<file path="src/rtl/msog_pkg.sv">
`timescale 1ns / 1ps

package msog_pkg;

   localparam int CNT_W = 16;
   localparam logic [CNT_W-1:0] CNT_MAX = '1;

   localparam logic [CNT_W-1:0] STALL_DECAY_STEP = 16'd1;
   localparam logic signed [15:0] RECIP_MIN_SPEED_SET = 16'sd100;

   localparam logic [2:0] MODE_RECIP = 3'd3;
   localparam logic [2:0] MODE_SKIP_A = 3'd4;
   localparam logic [2:0] MODE_SKIP_B = 3'd5;

   localparam logic [1:0] FB_SENSORLESS = 2'd1;
   localparam logic [1:0] FB_HALL = 2'd2;

   typedef enum logic [1:0] {
      FAULT_NONE  = 2'd0,
      FAULT_STALL = 2'd1,
      FAULT_OC    = 2'd2
   } fault_type;

   typedef enum logic [2:0] {
      CSR_STALL_SPEED_LIMIT    = 3'd0,
      CSR_STALL_COUNT_LIMIT    = 3'd1,
      CSR_OC_THRESHOLD         = 3'd2,
      CSR_OC_LIMIT_HALL_ONEWAY = 3'd3,
      CSR_OC_LIMIT_HALL_RECIP  = 3'd4,
      CSR_OC_LIMIT_SENSORLESS  = 3'd5,
      CSR_LONG_OC_THRESHOLD    = 3'd6,
      CSR_LONG_OC_COUNT_LIMIT  = 3'd7
   } csr_idx_type;

   typedef struct packed {
      logic adv;
      logic clr;
      logic hold;
      logic cond;
   } leaky_ctl_type;

endpackage

</file>
<file path="src/rtl/msog_leaky_cnt.sv">
`timescale 1ns / 1ps

module msog_leaky_cnt
   import msog_pkg::*;
(
   input  logic             clock,
   input  logic             reset,
   input  leaky_ctl_type    ctl,
   input  logic [CNT_W-1:0] limit,
   output logic             trip
);

   logic [CNT_W-1:0] cnt_ff;
   logic [CNT_W-1:0] cnt_in;
   logic [CNT_W-1:0] cnt_up;
   logic             over;

   assign cnt_up = (cnt_ff == CNT_MAX) ? cnt_ff : cnt_ff + CNT_W'(1);
   assign over   = cnt_up > limit;
   assign trip   = ctl.adv && !ctl.clr && !ctl.hold && ctl.cond && over;

   always_comb begin
      priority if (ctl.clr) begin
         cnt_in = '0;
      end else if (ctl.hold) begin
         cnt_in = cnt_ff;
      end else if (ctl.cond) begin
         cnt_in = over ? '0 : cnt_up;
      end else if (cnt_ff != '0) begin
         cnt_in = cnt_ff - CNT_W'(1);
      end else begin
         cnt_in = cnt_ff;
      end
   end

   always_ff @(posedge clock) begin
      if (reset) begin
         cnt_ff <= '0;
      end else if (ctl.adv) begin
         cnt_ff <= cnt_in;
      end
   end

endmodule

</file>
<file path="src/rtl/motor_stall_overcurrent_guard_core.sv">
`timescale 1ns / 1ps

// Stall and overcurrent guard for one motor channel. Each req_ item is one
// protection check tick; it yields exactly one rsp_ item carrying the latched
// fault code and a flag that some counter tripped on that tick. The block
// takes one item per clock cycle while rsp_ is not stalled; a result passes
// through the input register, then the counter update and result register.
// The four leaky counters are all read and written on every tick. Backpressure
// on rsp_ holds the result and then the input register; the latched fault
// clears only on reset.

module motor_stall_overcurrent_guard_core
   import msog_pkg::*;
(
   input  logic        clock,
   input  logic        reset,
   // running[0], speed_now[16:1], speed_set[32:17], total_current[48:33],
   // at_position_brake[49], recip_channel_selected[50], zero[55:51]
   input  logic [55:0] req_tdata,
   // control_mode[2:0], feedback_kind[4:3]
   input  logic [4:0]  req_tuser,
   input  logic        req_tvalid,
   output logic        req_tready,
   // fault_code[1:0], fault_raised[2], zero[7:3]
   output logic [7:0]  rsp_tdata,
   output logic        rsp_tvalid,
   input  logic        rsp_tready,
   input  logic        csr_we,
   input  logic [2:0]  csr_addr,
   input  logic [15:0] csr_wdata
);

   // configuration
   logic [14:0] stall_speed_limit_ff;
   logic [15:0] stall_count_limit_ff;
   logic [15:0] oc_threshold_ff;
   logic [15:0] oc_limit_hall_oneway_ff;
   logic [15:0] oc_limit_hall_recip_ff;
   logic [15:0] oc_limit_sensorless_ff;
   logic [15:0] long_oc_threshold_ff;
   logic [15:0] long_oc_count_limit_ff;

   always_ff @(posedge clock) begin
      if (reset) begin
         stall_speed_limit_ff    <= 15'd0;
         stall_count_limit_ff    <= 16'd100;
         oc_threshold_ff         <= 16'hFFFF;
         oc_limit_hall_oneway_ff <= 16'd100;
         oc_limit_hall_recip_ff  <= 16'd100;
         oc_limit_sensorless_ff  <= 16'd100;
         long_oc_threshold_ff    <= 16'hFFFF;
         long_oc_count_limit_ff  <= 16'd1000;
      end else if (csr_we) begin
         unique case (csr_idx_type'(csr_addr))
            CSR_STALL_SPEED_LIMIT:    stall_speed_limit_ff    <= csr_wdata[14:0];
            CSR_STALL_COUNT_LIMIT:    stall_count_limit_ff    <= csr_wdata;
            CSR_OC_THRESHOLD:         oc_threshold_ff         <= csr_wdata;
            CSR_OC_LIMIT_HALL_ONEWAY: oc_limit_hall_oneway_ff <= csr_wdata;
            CSR_OC_LIMIT_HALL_RECIP:  oc_limit_hall_recip_ff  <= csr_wdata;
            CSR_OC_LIMIT_SENSORLESS:  oc_limit_sensorless_ff  <= csr_wdata;
            CSR_LONG_OC_THRESHOLD:    long_oc_threshold_ff    <= csr_wdata;
            CSR_LONG_OC_COUNT_LIMIT:  long_oc_count_limit_ff  <= csr_wdata;
            default:                  stall_speed_limit_ff    <= stall_speed_limit_ff;
         endcase
      end
   end

   // input register
   logic               s1_valid_ff;
   logic               s1_adv;
   logic               running_ff;
   logic [2:0]         mode_ff;
   logic [1:0]         fb_ff;
   logic signed [15:0] speed_now_ff;
   logic signed [15:0] speed_set_ff;
   logic [15:0]        current_ff;
   logic               brake_ff;
   logic               sel_ff;

   logic out_free;

   assign out_free   = !rsp_tvalid || rsp_tready;
   assign s1_adv     = s1_valid_ff && out_free;
   assign req_tready = !s1_valid_ff || out_free;

   always_ff @(posedge clock) begin
      if (reset) begin
         s1_valid_ff <= 1'b0;
      end else if (req_tready) begin
         s1_valid_ff <= req_tvalid;
      end
   end

   always_ff @(posedge clock) begin
      if (req_tready && req_tvalid) begin
         running_ff   <= req_tdata[0];
         speed_now_ff <= req_tdata[16:1];
         speed_set_ff <= req_tdata[32:17];
         current_ff   <= req_tdata[48:33];
         brake_ff     <= req_tdata[49];
         sel_ff       <= req_tdata[50];
         mode_ff      <= req_tuser[2:0];
         fb_ff        <= req_tuser[4:3];
      end
   end

   // check logic
   logic [16:0] speed_mag;
   logic        slow;
   logic        main_on;
   logic        fb_valid;
   logic        is_recip;
   logic [15:0] oc_limit;

   assign speed_mag = speed_now_ff[15] ? 17'(-{speed_now_ff[15], speed_now_ff})
                                       : {1'b0, speed_now_ff};
   assign slow      = speed_mag < {2'b00, stall_speed_limit_ff};
   assign is_recip  = mode_ff == MODE_RECIP;
   assign main_on   = running_ff && !brake_ff && mode_ff != MODE_SKIP_A
                      && mode_ff != MODE_SKIP_B;
   assign fb_valid  = fb_ff == FB_HALL || fb_ff == FB_SENSORLESS;

   always_comb begin
      priority if (fb_ff == FB_SENSORLESS) begin
         oc_limit = oc_limit_sensorless_ff;
      end else if (is_recip) begin
         oc_limit = oc_limit_hall_recip_ff;
      end else begin
         oc_limit = oc_limit_hall_oneway_ff;
      end
   end

   leaky_ctl_type stall_ctl;
   leaky_ctl_type oc_ctl;
   leaky_ctl_type long_ctl;
   logic          stall_trip;
   logic          oc_trip;
   logic          long_trip;

   assign stall_ctl = '{adv: s1_adv, clr: !main_on, hold: 1'b0, cond: slow && !is_recip};
   assign oc_ctl    = '{adv: s1_adv, clr: !main_on, hold: !fb_valid,
                        cond: current_ff > oc_threshold_ff};
   assign long_ctl  = '{adv: s1_adv, clr: !main_on, hold: 1'b0,
                        cond: current_ff > long_oc_threshold_ff};

   msog_leaky_cnt u_stall_cnt (
      .clock (clock),
      .reset (reset),
      .ctl   (stall_ctl),
      .limit (stall_count_limit_ff),
      .trip  (stall_trip)
   );

   msog_leaky_cnt u_oc_cnt (
      .clock (clock),
      .reset (reset),
      .ctl   (oc_ctl),
      .limit (oc_limit),
      .trip  (oc_trip)
   );

   msog_leaky_cnt u_long_oc_cnt (
      .clock (clock),
      .reset (reset),
      .ctl   (long_ctl),
      .limit (long_oc_count_limit_ff),
      .trip  (long_trip)
   );

   // reciprocating stall counter
   logic [CNT_W-1:0] recip_cnt_ff;
   logic [CNT_W-1:0] recip_cnt_in;
   logic [CNT_W-1:0] recip_up;
   logic             recip_cond;
   logic             recip_over;
   logic             recip_trip;

   assign recip_cond = slow && is_recip && (speed_set_ff >= RECIP_MIN_SPEED_SET)
                       && sel_ff && running_ff && !brake_ff;
   assign recip_up   = (recip_cnt_ff == CNT_MAX) ? recip_cnt_ff
                                                 : recip_cnt_ff + CNT_W'(1);
   assign recip_over = recip_up > stall_count_limit_ff;
   assign recip_trip = s1_adv && recip_cond && recip_over;

   always_comb begin
      priority if (recip_cond) begin
         recip_cnt_in = recip_over ? '0 : recip_up;
      end else if (recip_cnt_ff > STALL_DECAY_STEP) begin
         recip_cnt_in = recip_cnt_ff - STALL_DECAY_STEP;
      end else begin
         recip_cnt_in = '0;
      end
   end

   always_ff @(posedge clock) begin
      if (reset) begin
         recip_cnt_ff <= '0;
      end else if (s1_adv) begin
         recip_cnt_ff <= recip_cnt_in;
      end
   end

   // latched fault: later checks override earlier ones
   fault_type latched_ff;
   fault_type latched_in;
   logic      raised;

   assign raised = stall_trip || oc_trip || long_trip || recip_trip;

   always_comb begin
      priority if (long_trip || recip_trip) begin
         latched_in = FAULT_STALL;
      end else if (oc_trip) begin
         latched_in = FAULT_OC;
      end else if (stall_trip) begin
         latched_in = FAULT_STALL;
      end else begin
         latched_in = latched_ff;
      end
   end

   always_ff @(posedge clock) begin
      if (reset) begin
         latched_ff <= FAULT_NONE;
      end else if (s1_adv) begin
         latched_ff <= latched_in;
      end
   end

   // result register
   logic       rsp_valid_ff;
   logic [1:0] rsp_code_ff;
   logic       rsp_raised_ff;

   always_ff @(posedge clock) begin
      if (reset) begin
         rsp_valid_ff <= 1'b0;
      end else if (out_free) begin
         rsp_valid_ff <= s1_valid_ff;
      end
   end

   always_ff @(posedge clock) begin
      if (s1_adv) begin
         rsp_code_ff   <= latched_in;
         rsp_raised_ff <= raised;
      end
   end

   assign rsp_tvalid = rsp_valid_ff;
   assign rsp_tdata  = {5'd0, rsp_raised_ff, rsp_code_ff};

`ifndef SYNTH
   a_raised_has_code : assert property (@(posedge clock) disable iff (reset)
      rsp_tvalid && rsp_raised_ff |-> rsp_code_ff != FAULT_NONE)
      else $error("fault raised with no code");

   a_latch_sticky : assert property (@(posedge clock) disable iff (reset)
      latched_ff != FAULT_NONE |=> latched_ff != FAULT_NONE)
      else $error("latched fault cleared without reset");

   a_stalled_input : assert property (@(posedge clock) disable iff (reset)
      s1_valid_ff && !s1_adv |-> !req_tready)
      else $error("item accepted over a held input register");

   a_recip_hold : assert property (@(posedge clock) disable iff (reset)
      !s1_adv |=> $stable(recip_cnt_ff))
      else $error("recip counter moved without an item");
`endif

endmodule
</file>
<file path="config.mk">
export PLATFORM = sky130hd
export DESIGN_NAME = motor_stall_overcurrent_guard_core
export DESIGN_NICKNAME = d
export VERILOG_FILES = /design/src/rtl/msog_pkg.sv /design/src/rtl/msog_leaky_cnt.sv /design/src/rtl/motor_stall_overcurrent_guard_core.sv
export SDC_FILE = /design/constraint.sdc
export NUM_CORES = 1
export LEC_CHECK = 0
export ABC_CLOCK_PERIOD_IN_PS = 9100
export BUFFER_PORTS_ARGS = -buffer_cell sky130_fd_sc_hd__buf_2
export CORE_UTILIZATION = 55
export CTS_CLUSTER_DIAMETER = 200
export DETAILED_ROUTE_END_ITERATION = 12
export GPL_TIMING_DRIVEN = 1
export PLACE_DENSITY = 0.7
export SYNTH_ARGS = -nofsm -noshare
export SYNTH_HDL_FRONTEND = slang
export SYNTH_SLANG_ARGS = --single-unit
</file>
<file path="constraint.sdc">
create_clock -name clock -period 9.1 [get_ports clock]
set_input_delay 1.82 -clock clock [delete_from_list [all_inputs] [get_ports clock]]
set_output_delay 1.82 -clock clock [all_outputs]
set_load 0.1 [all_outputs]
</file>
**Word-level counts from Yosys, hierarchy flattened**

Cells that the tools add are included.

- Flip-flop bits (word level): 254

- Add/sub/neg operators: 9
- Reduce and logical (&&, ||, !) cells: 47
- Equality and inequality tests: 20
- Magnitude comparators: 9
- Mux-type cells: 26

Operators by type and width:

| kind | number |
|---|---|
| $mux 16 | 22 |
| $gt 16x16->1 | 6 |
| $add 16x1->16 const B | 4 |
| $eq 16x16->1 const B | 4 |
| $sub 16x1->16 const B | 4 |
| $reduce_bool 16->1 | 3 |
| $logic_and 1x1->1 | 21 |
| $reduce_and 2->1 | 10 |
| $lt 17x15->1 | 1 |
| $mux 17 | 1 |
| $neg 17->17 | 1 |
| $ge 16x8->1 const B | 1 |
| $gt 16x1->1 const B | 1 |
| $eq 3x3->1 const B | 4 |
| $eq 3x2->1 const B | 3 |
| $ne 3x1->1 const B | 3 |
| $logic_or 1x1->1 | 7 |
| $mux 2 | 3 |
| $ne 3x3->1 const B | 2 |
| $logic_not 1->1 | 4 |
| $eq 3x1->1 const B | 1 |
| $logic_not 3->1 | 1 |
| $reduce_and 3->1 | 1 |
| $eq 2x1->1 const B | 1 |
| 2 further kinds | 2 |

**Depth between registers and ports, before layout**

- Depth in word-level cells: 12
- Mapped depth: 18

**Cells and area by module**

Synthesis repeated with hierarchy kept, for this count alone.

- Cell total of the unflattened synthesis: 2006
- Area total of the unflattened synthesis: 16430.8 um^2

Modules (own cells, without submodules):

| module | area an instance (um^2) | seq. area each (um^2) | times used | cells an instance |
|---|---|---|---|---|
| motor_stall_overcurrent_guard_core | 10301.1 | 4654.5 | 1 | 1183 |
| msog_leaky_cnt (u_long_oc_cnt ...) | 2055.7 | 320.3 | 2 | 276 |
| msog_leaky_cnt (u_stall_cnt) | 2018.2 | 320.3 | 1 | 271 |

**Worst setup path after synthesis**

Ideal clock, no wire load.

- Path type: input to output
- From: in rsp_tready
- To: out req_tready
- Required time: 7.280 ns
- Data arrival time: 2.553 ns
- Slack: 4.727 ns
- Stages: 2
- Path through: nor2b_1 nand2_1

- Longest elaborated chain between the ends: 2

Ends and longest elaborated chain:

| item | line | source |
|---|---|---|
| start, declared | motor_stall_overcurrent_guard_core.sv:27 | `input logic rsp_tready,` |
| $logic_or 1x1->1 | motor_stall_overcurrent_guard_core.sv:82 | `assign out_free = !rsp_tvalid \|\| rsp_tready;` |
| $logic_or 1x1->1 | motor_stall_overcurrent_guard_core.sv:84 | `assign req_tready = !s1_valid_ff \|\| out_free;` |
| end, declared | motor_stall_overcurrent_guard_core.sv:23 | `output logic req_tready,` |

No other way between the ends.

**Worst setup path after layout**

- From: reg u_long_oc_cnt.cnt_ff[0]
- To: reg u_long_oc_cnt.cnt_ff[8]

- Longest elaborated chain between the ends: 6
- Elaborated cells on any way between the ends: 12
- Classes of those cells: 2 x add/sub; 1 x order compare; 2 x eq/ne; 5 x mux; 2 x reduce/logical

Ends and longest elaborated chain:

| item | line | source |
|---|---|---|
| start, declared | msog_leaky_cnt.sv:13 | `logic [CNT_W-1:0] cnt_ff;` |
| start signal, assigned | msog_leaky_cnt.sv:40 | `cnt_ff <= cnt_in;` |
| $add 16x1->16 / $eq 16x16->1 (equally long branches) | msog_leaky_cnt.sv:18 | `assign cnt_up = (cnt_ff == CNT_MAX) ? cnt_ff : cnt_ff + CNT_W'(1);` |
| $mux 16 | msog_leaky_cnt.sv:18 |  |
| $gt 16x16->1 | msog_leaky_cnt.sv:19 | `assign over = cnt_up > limit;` |
| $mux 16 | msog_leaky_cnt.sv:28 | `cnt_in = over ? '0 : cnt_up;` |
| $mux 16 | msog_leaky_cnt.sv:27 | `end else if (ctl.cond) begin` |
| $mux 16 | msog_leaky_cnt.sv:23 | `priority if (ctl.clr) begin` |

Several ways; a longest one is shown, not always the timed one. The select of a mux whose other input is x is not followed.
A chain may end at the register's enable or synchronous reset.

==> flow_metrics.env <==
export IMPL_wl_per_cell_um=17.4
export IMPL_synth_top_area_share_pct=25.1
export IMPL_htree_levels=1
export IMPL_nets=2106
export IMPL_slowest_delay_ns=0.73
export IMPL_grt_overflow=0
export IMPL_p_int_mw=2.14
export IMPL_leakage_nw=6.99
export IMPL_globalplace_congestion=0.890
export IMPL_clk_latency_ns=0.58
export IMPL_fill_cells=2505
export IMPL_setup_ws_ns=4.15
export IMPL_p_clk_share_pct=37.9
export IMPL_power_share_switching_pct=30.8
export IMPL_fmax_ghz=0.202
export IMPL_cts_clk_slew_worst_paths_ns=0.06
export IMPL_dp_cells=2244
export IMPL_cts_root_buf="clkbuf_16"
export IMPL_cp_max_fo=12
export IMPL_synth_warnings=0
export IMPL_finalNonFillerCells=2298
export IMPL_antennaDiodeCount=0
export IMPL_grt_pass1_wl_um=63100
export IMPL_drt_wl_total_um=39900
export IMPL_initial_core_util_pct=56.0
export IMPL_critPathSlowestCell="a2111oi_4"
export IMPL_rsz0062_at_grt="no"
export IMPL_slew_viol_final=0
export IMPL_ant_nets=0
export IMPL_post_cts_buffers=0
export IMPL_hold_slack_ns=0.452
export IMPL_seq_power_share_pct=41.0
export IMPL_slew_headroom_pct=20.2
export IMPL_grt_pass1_vias=12300
export IMPL_end_kind="flip-flop"
export IMPL_grt_use_total_pct=27.4
export IMPL_ios=95
export IMPL_drc=0
export IMPL_r2r_cells=15
export IMPL_tns_ns=0
export IMPL_vias=13500
export IMPL_hpwl_um=28000
export IMPL_portBuffers=82
export IMPL_cts_resized=0
export IMPL_synth_area_um2=15600
export IMPL_ys_seq_area_share_pct=36.1
export IMPL_skew_ns=0.0264
export IMPL_status="completed"
export IMPL_core_um2=27800
export IMPL_placed_cell_area_um2=16000
export IMPL_final_cell_mix="nand2_1 (278), dfxtp_1 (195), a21oi_1 (188)"
export IMPL_tightest_slew_ns=1.20
export IMPL_cts_hold_buf=0
export IMPL_ys_types=87
export IMPL_hold_class="reg -> reg"
export IMPL_die_w_um=170
export IMPL_cp_start_kind="flip-flop"
export IMPL_crit_type="reg -> reg"
export IMPL_die_h_um=170
export IMPL_switchingPower_mw=0.953
export IMPL_synth_cells=1900
export IMPL_dieArea_um2=29000
export IMPL_synthTopCellsByArea="dfxtp_1 (25%), edfxtp_1 (11%), ha_1 (10%), nand2_1 (6.7%), a21oi_1 (6.0%)"
export IMPL_powerDensity_nw_per_um2=183
export IMPL_syn_area_per_cell_um2=8.19
export IMPL_place_ws_ns=4.21
export IMPL_yosysTopAreaCell="dfxtp_1"
export IMPL_maxCapViolCount=0
export IMPL_core_rowCount=61
export IMPL_synth_seq_cells=252
export IMPL_postLayoutCellArea_um2=16900
export IMPL_grt_max_degree=106
export IMPL_irDropWorstVdd_mv=0.170
export IMPL_min_period_over_period_pct=54.4
export IMPL_layout_commonest_cell="nand2_1"
export IMPL_critPathRequiredTime_ns=9.60
export IMPL_fin_crit_ns=4.95
export IMPL_firstDrtPassIters=5
export IMPL_synth_edf_count=57
export IMPL_cts_sinks=252
export IMPL_cts_tree="built"
export IMPL_drt_iter0_drc=1086
export IMPL_setup_violations=0
export IMPL_synth_main_ff_cell="dfxtp_1"
export IMPL_whs_path_depth=2
export IMPL_crit_chain="ha_1 -> nand3_1 -> nor4_1 -> nand3_1 -> nand4_1 -> xnor2_1 -> ha_1 -> a21o_1 -> a221oi_1 -> nor2_1 -> a211oi_1 -> a21oi_1 -> a2111oi_4 -> a21oi_1 -> a31oi_1"
export IMPL_async_flop_share_pct=0
export IMPL_viasPerCell=5.87
export IMPL_cts_path_max_buffers=3
export IMPL_cts_buffers=29
export IMPL_comb_power_share_pct=21.1
export IMPL_grt_antenna_before_repair=3
export IMPL_hold_violations=0
export IMPL_drive_above_1_share_pct=9.53
export IMPL_cp_arrival_ns=5.45
export IMPL_area_growth_pct=8.84
## synthesized netlist by cell type, types with 13 or more instances
| master | instances |
|---|---|
| nand2_1 | 278 |
| mux2i_1 | 22 |
| nor2b_1 | 22 |
| a31oi_1 | 20 |
| o21ai_0 | 48 |
| xor2_1 | 23 |
| nand3b_1 | 26 |
| clkbuf_1 | 81 |
| a211o_1 | 37 |
| dfxtp_1 | 195 |
| clkbuf_2 | 13 |
| nand3_1 | 60 |
| a21o_1 | 15 |
| nor2_1 | 165 |
| edfxtp_1 | 57 |
| nor4_1 | 22 |
| nand2b_1 | 19 |
| inv_1 | 103 |
| or3_1 | 15 |
| xnor2_1 | 63 |
| nand4_1 | 29 |
| ha_1 | 124 |
| o31ai_1 | 14 |
| buf_2 | 21 |
| a21oi_1 | 188 |
| nor3_1 | 49 |
## power by group through the flow
stage               clock [mW]  sequential (mW)  combinational [mW]
CTS                       1.19             1.27               0.644
finish                    1.17             1.27               0.651
global route              1.23             1.28               0.724
floorplan                    0             1.25               0.528
detailed placement           0             1.29               0.640
global placement             0             1.29               0.629
## worst max-delay path, delay by kind of cell (launching register included)
| family | cells | cell delay [ns] |
|---|---|---|
| xor gates and xnor gates | 1 | 0.16 |
| adders and majority gates | 2 | 0.51 |
| DFF | 1 | 0.46 |
| and+or+nand+nor | 5 | 1.60 |
| AOI/OAI and AO/OA | 7 | 2.17 |
## path summary, 6_finish.rpt
check,endpoint,start,slack (ns)
worst max-delay path,u_long_oc_cnt.cnt_ff[8]$_SDFFE_PP0P_,u_long_oc_cnt.cnt_ff[0]$_SDFFE_PP0P_,4.15
worst min-delay path,long_oc_count_limit_ff[4]$_SDFFE_PP0P_,long_oc_count_limit_ff[4]$_SDFFE_PP0P_,0.45
worst max register to register,u_long_oc_cnt.cnt_ff[8]$_SDFFE_PP0P_,u_long_oc_cnt.cnt_ff[0]$_SDFFE_PP0P_,4.15
worst min register to register,long_oc_count_limit_ff[4]$_SDFFE_PP0P_,long_oc_count_limit_ff[4]$_SDFFE_PP0P_,0.45
## metrics by stage
step / util [%] / power (mW)
finish: 60.9 / 3.09
global route: 60.9 / 3.23
CTS: 60.9 / 3.10
detailed placement: 57.4 / 1.93
global placement: 57.4 / 1.92
floorplan: - / 1.78
## cell type report
cell class,instances,area [um2],share of cell area (%)
timing repair buffer,96,518,3.06
tap,378,473,2.79
multi-input combinational,1414,8960,52.9
sequential,252,5620,33.2
clock buffer,44,893,5.28
inverter,104,390,2.31
clock inverter,10,85.1,0.503
## logic make-up after synthesis
family	Yosys count	synth area share [%]
simple gates	736	22.5
compound gates	434	18.2
flops	252	36.1
buf+inv	238	6.50
fa+ha+maj	124	9.97
xor+xnor	86	4.84
mux	29	1.92
other cells	1	0.0241
## flip-flops by register name, indices dropped and copies added (netlist names), 15 cells and up
name                     count
oc_limit_sensorless_ff      16
long_oc_count_limit_ff      16
current_ff                  16
oc_limit_hall_oneway_ff     16
stall_speed_limit_ff        15
recip_cnt_ff                16
oc_threshold_ff             16
u_stall_cnt.cnt_ff          16
long_oc_threshold_ff        16
u_long_oc_cnt.cnt_ff        16
stall_count_limit_ff        16
speed_now_ff                16
oc_limit_hall_recip_ff      16
u_oc_cnt.cnt_ff             16
## routing by layer
| metal | global-route usage (%) | vias to the layer above | part of all wire (%) |
|---|---|---|---|
| met4 | 5.80 | 6 | 1.4 |
| li1 | - | 6693 | - |
| met2 | 43.5 | 440 | 44 |
| met1 | 39.2 | 6312 | 47 |
| met5 | 0 | - | 0.088 |
| met3 | 4.35 | 48 | 6.9 |
(Power assumes the default switching activity.)
